==> config.mk <==
export PLATFORM = sky130hd
export DESIGN_NAME = clock_date_field_editor_unit
export DESIGN_NICKNAME = d
export VERILOG_FILES = /design/src/rtl/cdfe_pkg.sv /design/src/rtl/cdfe_next_state.sv /design/src/rtl/cdfe_result_fmt.sv /design/src/rtl/clock_date_field_editor_unit.sv
export SDC_FILE = /design/constraint.sdc
export NUM_CORES = 1
export LEC_CHECK = 0
export ABC_AREA = 1
export BUFFER_PORTS_ARGS = -buffer_cell sky130_fd_sc_hd__buf_2
export CAP_MARGIN = 40
export CORE_MARGIN = 5
export CORE_UTILIZATION = 30
export CTS_CLUSTER_SIZE = 30
export DETAILED_ROUTE_END_ITERATION = 10
export PLACE_DENSITY = 0.56
export SYNTH_ARGS = -nofsm -noshare
export SYNTH_HDL_FRONTEND = slang
export SYNTH_SLANG_ARGS = --single-unit
==> constraint.sdc <==
create_clock -name aclk -period 9.7 [get_ports aclk]
set_input_delay 0.485 -clock aclk [delete_from_list [all_inputs] [get_ports aclk]]
set_output_delay 0.485 -clock aclk [all_outputs]
set_load 0.05 [all_outputs]
==> src/rtl/cdfe_pkg.sv <==
// Shared types, constants and the month length table of the clock field editor.
package cdfe_pkg;

    // Key press codes.
    localparam logic [2:0] ACT_LOAD   = 3'd0;
    localparam logic [2:0] ACT_LEFT   = 3'd1;
    localparam logic [2:0] ACT_RIGHT  = 3'd2;
    localparam logic [2:0] ACT_UP     = 3'd3;
    localparam logic [2:0] ACT_DOWN   = 3'd4;
    localparam logic [2:0] ACT_TOGGLE = 3'd5;
    localparam logic [2:0] ACT_COMMIT = 3'd6;

    // Cursor positions.
    localparam logic [2:0] FIELD_YEAR   = 3'd0;
    localparam logic [2:0] FIELD_MONTH  = 3'd1;
    localparam logic [2:0] FIELD_DAY    = 3'd2;
    localparam logic [2:0] FIELD_HOUR   = 3'd3;
    localparam logic [2:0] FIELD_MINUTE = 3'd4;

    localparam logic [2:0] CURSOR_MAX    = FIELD_MINUTE;
    localparam logic [9:0] YEAR_MAX      = 10'd1023;
    localparam logic [3:0] MONTH_IDX_MAX = 4'd11;
    localparam logic [3:0] MONTHS        = 4'd12;
    localparam logic [4:0] HOUR_MAX      = 5'd23;
    localparam logic [5:0] MINUTE_MAX    = 6'd59;
    localparam logic [4:0] HALF_DAY      = 5'd12;

    typedef struct packed {
        logic [2:0] action;
        logic [9:0] load_year;
        logic [3:0] load_month;
        logic [4:0] load_day;
        logic [4:0] load_hour;
        logic [5:0] load_minute;
    } item_t;

    typedef struct packed {
        logic [2:0] cursor;
        logic [9:0] year;
        logic [3:0] month_idx;
        logic [4:0] day;
        logic [4:0] hour;
        logic [5:0] minute;
        logic       twelve;
    } state_t;

    typedef struct packed {
        logic [2:0] cursor;
        logic [9:0] year;
        logic [3:0] month;
        logic [4:0] day;
        logic [4:0] hour;
        logic [5:0] minute;
        logic       twelve_hour_mode;
        logic [4:0] display_hour;
        logic       is_pm;
        logic       commit;
    } result_t;

    // Days in a month, indexed from January as 0. February never has a leap day.
    function automatic logic [4:0] month_len(input logic [3:0] idx);
        logic [4:0] len;
        unique case (idx)
            4'd1:                      len = 5'd28;
            4'd3, 4'd5, 4'd8, 4'd10:   len = 5'd30;
            default:                   len = 5'd31;
        endcase
        return len;
    endfunction

endpackage

==> src/rtl/cdfe_next_state.sv <==
// Applies one key press to the editor state and normalizes the fields.
module cdfe_next_state
    import cdfe_pkg::*;
(
    input  state_t cur,
    input  item_t  item,
    output state_t nxt,
    output logic   commit
);

    logic [3:0] mon_c;
    logic [5:0] day_c;
    logic [4:0] hour_c;
    logic [5:0] min_c;
    logic [9:0] year_c;
    logic [4:0] len;
    logic       step_up;
    logic       step_dn;

    always_comb begin
        nxt     = cur;
        commit  = 1'b0;
        mon_c   = cur.month_idx;
        day_c   = {1'b0, cur.day};
        hour_c  = cur.hour;
        min_c   = cur.minute;
        year_c  = cur.year;
        step_up = 1'b0;
        step_dn = 1'b0;

        unique case (item.action)
            ACT_LOAD: begin
                year_c = item.load_year;
                if (item.load_month == 4'd0) begin
                    mon_c = MONTH_IDX_MAX;
                end else if (item.load_month > MONTHS) begin
                    mon_c = 4'd0;
                end else begin
                    mon_c = item.load_month - 4'd1;
                end
                day_c  = {1'b0, item.load_day};
                hour_c = (item.load_hour > HOUR_MAX) ? 5'd0 : item.load_hour;
                min_c  = (item.load_minute > MINUTE_MAX) ? 6'd0 : item.load_minute;
            end
            ACT_LEFT: begin
                if (cur.cursor != FIELD_YEAR) nxt.cursor = cur.cursor - 3'd1;
            end
            ACT_RIGHT: begin
                if (cur.cursor < CURSOR_MAX) nxt.cursor = cur.cursor + 3'd1;
            end
            ACT_UP:     step_up = 1'b1;
            ACT_DOWN:   step_dn = 1'b1;
            ACT_TOGGLE: nxt.twelve = ~cur.twelve;
            ACT_COMMIT: commit = 1'b1;
            default: ;
        endcase

        if (step_up || step_dn) begin
            unique case (cur.cursor)
                FIELD_YEAR: begin
                    if (step_up && cur.year != YEAR_MAX) year_c = cur.year + 10'd1;
                    if (step_dn && cur.year != 10'd0)    year_c = cur.year - 10'd1;
                end
                FIELD_MONTH: begin
                    if (step_up) begin
                        mon_c = (cur.month_idx == MONTH_IDX_MAX) ? 4'd0 : cur.month_idx + 4'd1;
                    end else begin
                        mon_c = (cur.month_idx == 4'd0) ? MONTH_IDX_MAX : cur.month_idx - 4'd1;
                    end
                end
                FIELD_DAY: begin
                    day_c = step_up ? ({1'b0, cur.day} + 6'd1) : ({1'b0, cur.day} - 6'd1);
                end
                FIELD_HOUR: begin
                    if (step_up) begin
                        hour_c = (cur.hour >= HOUR_MAX) ? 5'd0 : cur.hour + 5'd1;
                    end else begin
                        hour_c = (cur.hour == 5'd0) ? HOUR_MAX : cur.hour - 5'd1;
                    end
                end
                default: begin
                    if (step_up) begin
                        min_c = (cur.minute >= MINUTE_MAX) ? 6'd0 : cur.minute + 6'd1;
                    end else begin
                        min_c = (cur.minute == 6'd0) ? MINUTE_MAX : cur.minute - 6'd1;
                    end
                end
            endcase
        end

        // A day of zero rolls back to the month's last day; past the end it wraps to 1.
        len = month_len(mon_c);
        if (day_c == 6'd0) begin
            nxt.day = len;
        end else if (day_c > {1'b0, len}) begin
            nxt.day = 5'd1;
        end else begin
            nxt.day = day_c[4:0];
        end

        nxt.year      = year_c;
        nxt.month_idx = mon_c;
        nxt.hour      = hour_c;
        nxt.minute    = min_c;
    end

endmodule

==> src/rtl/cdfe_result_fmt.sv <==
// Builds the result word: calendar month, display hour (12-hour form in 12-hour mode) and PM flag.
module cdfe_result_fmt
    import cdfe_pkg::*;
(
    input  state_t  st,
    input  logic    commit,
    output result_t res
);

    logic       pm;
    logic [4:0] h12;

    assign pm  = (st.hour >= HALF_DAY);
    assign h12 = pm ? (st.hour - HALF_DAY) : st.hour;

    always_comb begin
        res.cursor           = st.cursor;
        res.year             = st.year;
        res.month            = st.month_idx + 4'd1;
        res.day              = st.day;
        res.hour             = st.hour;
        res.minute           = st.minute;
        res.twelve_hour_mode = st.twelve;
        res.is_pm            = pm;
        res.commit           = commit;
        if (st.twelve) begin
            res.display_hour = (h12 == 5'd0) ? HALF_DAY : h12;
        end else begin
            res.display_hour = st.hour;
        end
    end

endmodule

==> src/rtl/clock_date_field_editor_unit.sv <==
// Top level of the clock date and time field editor.
// A word accepted into the input register moves on to the result register and shows on
// m_tvalid. Throughput: one word per cycle while m_tready stays high; the edit and normalize
// logic sits between the input register and the result register, and the state register
// updates in the same cycle. Reset (aresetn low, synchronous) empties both registers and
// sets cursor 0, year 0, January 1, 00:00 and 24-hour display.
module clock_date_field_editor_unit
    import cdfe_pkg::*;
(
    input  logic        aclk,
    input  logic        aresetn,

    input  logic        s_tvalid,
    output logic        s_tready,
    // load_year[9:0], load_month[13:10], load_day[18:14], load_hour[23:19],
    // load_minute[29:24], zero fill [31:30]
    input  logic [31:0] s_tdata,
    // action[2:0]
    input  logic [2:0]  s_tuser,

    output logic        m_tvalid,
    input  logic        m_tready,
    // cursor[2:0], year[12:3], month[16:13], day[21:17], hour[26:22], minute[32:27],
    // twelve_hour_mode[33], display_hour[38:34], is_pm[39]
    output logic [39:0] m_tdata,
    // commit
    output logic        m_tuser
);

    // The input register holds one key press word; the result register holds one
    // result word. The press in the input register moves on whenever the result
    // register is empty or is being emptied in the same cycle.
    logic    in_valid_reg;
    item_t   in_item_reg;
    logic    out_valid_reg;
    result_t out_res_reg;
    state_t  state_reg;
    state_t  state_next;
    logic    commit_next;
    result_t res_next;
    logic    advance;
    logic    s_accept;

    assign advance  = in_valid_reg && (!out_valid_reg || m_tready);
    assign s_tready = !in_valid_reg || advance;
    assign s_accept = s_tvalid && s_tready;

    always_ff @(posedge aclk) begin
        if (!aresetn) begin
            in_valid_reg <= 1'b0;
        end else if (s_tready) begin
            in_valid_reg <= s_tvalid;
        end
    end

    always_ff @(posedge aclk) begin
        if (s_accept) begin
            in_item_reg.action      <= s_tuser;
            in_item_reg.load_year   <= s_tdata[9:0];
            in_item_reg.load_month  <= s_tdata[13:10];
            in_item_reg.load_day    <= s_tdata[18:14];
            in_item_reg.load_hour   <= s_tdata[23:19];
            in_item_reg.load_minute <= s_tdata[29:24];
        end
    end

    // Next state for the press waiting in the input register.
    cdfe_next_state u_next (
        .cur    (state_reg),
        .item   (in_item_reg),
        .nxt    (state_next),
        .commit (commit_next)
    );

    // The result word reflects the state after the press.
    cdfe_result_fmt u_fmt (
        .st     (state_next),
        .commit (commit_next),
        .res    (res_next)
    );

    always_ff @(posedge aclk) begin
        if (!aresetn) begin
            state_reg.cursor    <= FIELD_YEAR;
            state_reg.year      <= 10'd0;
            state_reg.month_idx <= 4'd0;
            state_reg.day       <= 5'd1;
            state_reg.hour      <= 5'd0;
            state_reg.minute    <= 6'd0;
            state_reg.twelve    <= 1'b0;
        end else if (advance) begin
            state_reg <= state_next;
        end
    end

    always_ff @(posedge aclk) begin
        if (!aresetn) begin
            out_valid_reg <= 1'b0;
        end else if (advance) begin
            out_valid_reg <= 1'b1;
        end else if (m_tready) begin
            out_valid_reg <= 1'b0;
        end
    end

    always_ff @(posedge aclk) begin
        if (advance) begin
            out_res_reg <= res_next;
        end
    end

    assign m_tvalid = out_valid_reg;
    assign m_tuser  = out_res_reg.commit;
    assign m_tdata  = {out_res_reg.is_pm, out_res_reg.display_hour,
                       out_res_reg.twelve_hour_mode, out_res_reg.minute,
                       out_res_reg.hour, out_res_reg.day, out_res_reg.month,
                       out_res_reg.year, out_res_reg.cursor};

    // The cursor never leaves the five fields.
    a_cursor_range: assert property (@(posedge aclk) disable iff (!aresetn)
        state_reg.cursor <= CURSOR_MAX)
        else $error("cursor outside field range");

    // Stored date is always normalized to the month table.
    a_date_range: assert property (@(posedge aclk) disable iff (!aresetn)
        state_reg.month_idx <= MONTH_IDX_MAX && state_reg.day != 5'd0 &&
        state_reg.day <= month_len(state_reg.month_idx))
        else $error("stored date not normalized");

    // Stored time of day is always in range.
    a_time_range: assert property (@(posedge aclk) disable iff (!aresetn)
        state_reg.hour <= HOUR_MAX && state_reg.minute <= MINUTE_MAX)
        else $error("stored time not normalized");

    // A commit press leaves the edited state untouched and raises the commit flag.
    a_commit_holds: assert property (@(posedge aclk) disable iff (!aresetn)
        advance && in_item_reg.action == ACT_COMMIT |=> $stable(state_reg) && m_tuser)
        else $error("commit press changed state");

endmodule
==> summary.md <==
| Metric | Value |
|---|---|
| Area of the multi-input gates | 2790 sq um |
| RSZ-0062 raised after global routing | no |
| Max reg flops | 40 |
| Worst EP arrival | 4250 ps |
| FF+latch area | 2940 sq um |
| Max-slew violation count | 0 |
| # Max-Cap Violations | 0 |
| EDFF count, synth | 74 |
| #FFs+latches synth | 110 |
| Xor/xnor share of the synthesized area | 2.79% |
| Largest net degree at the start of global routing | 58 |
| Filler cells | 2209 |
| Synth Area in Simple Gates | 21.6% |
| Syn Nets | 823 |
| Vias/cell | 4.61 |
| DP HPWL | 10400 um |
| Total Power | 1230 uW |
| Total CTS buffers | 9 |
| Post-CTS sizing | 0 |
| Post-route DRC violation count | 0 |
| Yosys warnings | 0 |
| Rel. slew slack | 53.0% |
| CP Class | register to register |
| Leakage | 0.00325 uW |
| Worst-Skew Late Latency | 360 ps |
| Post-route clock period utilization | 41.2% |
| Placed cell area | 6940 sq um |
| ANT nets after route | 0 |
| Setup slack after layout | 5710 ps |
| Yosys top cell by area | edfxtp_1 |
| Final nets | 893 |
| Adder-cell share of the synthesized area | 5.49% |
| Post-cts hold buffer count | 0 |
| PortBufs | 79 |
| Postcts setup bufs | 0 |
| Overall routing resource usage | 12.6% |
| Synth unique cells | 43 |
| Share of layout cells above drive strength 1 | 16.7% |
| Initial antenna violation count | 0 |
| CP max FO | 30 |
| First-pass GRT wire length | 24600 um |
| Syn avg cell area | 8.31 sq um |
| Core area | 20800 sq um |
| Mapped Area | 6290 sq um |
| Max rail drop VDD | 0.0000903 V |
| Synthesis-to-layout area growth | 15.7% |
| CP Cell Sequence | nor2_2 -> nand2_4 -> inv_2 -> o21ai_0 -> o21ai_0 -> inv_1 -> ha_1 -> nor2_1 -> nor2_1 -> nand2_1 -> nand3_1 -> inv_2 -> ha_1 -> nand2_1 -> o21ai_0 -> nor2_1 -> nand3_2 -> nand2_1 -> o21ai_1 -> o21ai_1 -> inv_1 |
| Routability congestion estimate | 0.845 |
| Row Count | 53 |
| Clock transition at the registers of the reported paths | 70 ps |
| Worst-Margin Slew | 704 ps |
| Total congestion overflow | 0 |
| Hold Path Class | input port to register |
| Final Hold Viols | 0 |
| Drt first pass iters | 5 |
| PwrDens | 169 nW/um^2 |
| Routed wire length | 14700 um |
| CTS Root Cell | clkbuf_16 |
| H-tree depth | 3 |
| CP max stage delay | 530 ps |
| Diode count | 0 |
| Largest family of logic cells by synthesized area | simple AND/OR/NAND/NOR gates |
| Required @ worst endpoint | 9960 ps |
| Synth top area share | 35.3% |
| DIE HEIGHT | 155 um |
| Status | completed |
| Die X | 155 um |
| Via Count | 5107 |
| Number of global-route vias before repair | 4972 |
| Post-Place Worst Slack | 5740 ps |
| Final instance area | 7270 sq um |
| CP delay by family, top | simple AND/OR/NAND/NOR gates |
| Buf+Inv Stages, Crit Path | 4 |
| Top FF cell, synth | edfxtp_1 |
| Synth top area cells | edfxtp_1, dfxtp_1, nand2_1 |
| Die ar. | 24000 sq um |
| CP Capture Type | register |
| Seq/Total Area, Yosys | 46.8% |
| Setup TNS | 0 ps |
| DR iter-0 viols | 400 |
| Compound-cell area share of the yosys netlist | 14.5% |
| Clk buf depth | 2 |
| IO Count | 82 |
| TritonCTS clock tree | yes |
| Mapped Cells | 757 |
| CP max stage cell | edfxtp_1 |
| Mux contribution to synthesized area | 0% |
| Post-synthesis async set-or-reset flop share | 0% |
| Drt wl/cell | 13.3 um |
| Sink Count | 110 |
| Initial Util | 30.2% |
| Final Skew | 8.46 ps |
| Maximum clock rate | 250 MHz |
| Min Tclk post-route | 3990 ps |
| Dpl cells | 1091 |
| Type of origin of the critical path | register |
| Final non-filler cell total | 1107 |
| Setup violations, final | 0 |
[layout make-up]
cell class              instances  area share [%]
clock inverters                 6            1.29
well taps                     275            4.73
repair buffers                 84            6.06
clock buffers                  10            3.29
flip-flops and latches        110            40.5
multi-input cells             510            38.4
inverters                     112            5.78
[where the power goes]
part | leakage [uW] | internal [uW] | switching (uW) | total [uW]
clock network | 0.000159 | 235 | 177 | 412
logic | 0.00208 | 77.8 | 176 | 253
registers | 0.00101 | 539 | 21.6 | 560
[cell usage after synthesis (2+ instances only)]
library cell / n
a22oi_1: 3
buf_2: 6
buf_4: 2
nand3_1: 55
a211oi_1: 2
xnor2_1: 5
nor3_1: 8
nand2_1: 147
buf_6: 3
nor2_1: 54
nand4_1: 10
a21oi_1: 51
nor2_4: 2
dfxtp_1: 36
nand3_2: 5
a31oi_1: 3
a221o_1: 2
edfxtp_1: 74
o21ai_2: 4
o21ai_1: 12
nand3b_1: 3
clkbuf_1: 13
o211ai_1: 18
inv_2: 9
nand2_2: 7
xor2_1: 15
nor2_2: 6
ha_1: 26
inv_1: 103
o21ai_0: 60
[metal layers]
metal,wire length [um],global-route usage (%),vias to the layer above
met5,0,0,-
met4,277,4.12,0
met3,525,2.63,18
met2,6700,20.4,85
met1,7230,17.0,2328
li1,-,-,2676
[worst register-to-register path: cells and delay by family, from the launching register on]
kind                     cells  cell delay [ps]
AND/OR/NAND/NOR             10             1150
AO/OA/AOI/OAI                5              960
buffers and inverters        4              820
flip-flops                   1              530
adder cells (fa/ha/maj)      2              450
[placed cells by master, fill, tap and decap left out, types with 2 or more instances in the layout]
cell,Yosys,layout
a211oi_1,2,2
a21oi_1,51,51
a221o_1,2,2
a22oi_1,3,3
a31oi_1,3,3
buf_2,6,79
buf_4,2,4
bufinv_16,0,2
clkbuf_16,0,9
clkinv_4,0,2
dfxtp_1,36,36
edfxtp_1,74,74
ha_1,26,26
inv_1,103,102
inv_2,9,10
nand2_1,147,147
nand2_2,7,7
nand3_1,55,55
nand3_2,5,5
nand3b_1,3,3
nand4_1,10,10
nor2_1,54,54
nor2_2,6,6
nor2_4,2,2
nor3_1,8,8
o211ai_1,18,18
o21ai_0,60,60
o21ai_1,12,12
o21ai_2,4,4
xnor2_1,5,5
xor2_1,15,15
[per-stage QoR]
step | util (%) | hold slack, ps
final | 34.9 | 300
after global routing | 34.9 | 284
after floorplan | - | 525
after CTS | 34.9 | 285
after global placement | 33.3 | 500
after detailed placement | 33.3 | 501
[kinds of logic after synthesis]
family | Yosys count
AOI/OAI and AO/OA | 161
DFF | 110
xor gates and xnor gates | 20
adders and majority gates | 27
buffers and inverters | 137
and+or+nand+nor | 302
[path summary, 6_finish.rpt]
kind                    endpoint  depth (start not counted)            start  slack, ps
setup / recovery   state_reg[14]                         21  in_item_reg[30]       5710
hold / removal    in_item_reg[8]                          1      s_tdata[21]        300
setup reg to reg   state_reg[14]                         21  in_item_reg[30]       5710
hold reg to reg         m_tvalid                          2         m_tvalid        520
Note: power is estimated with default switching activity, not from simulation.
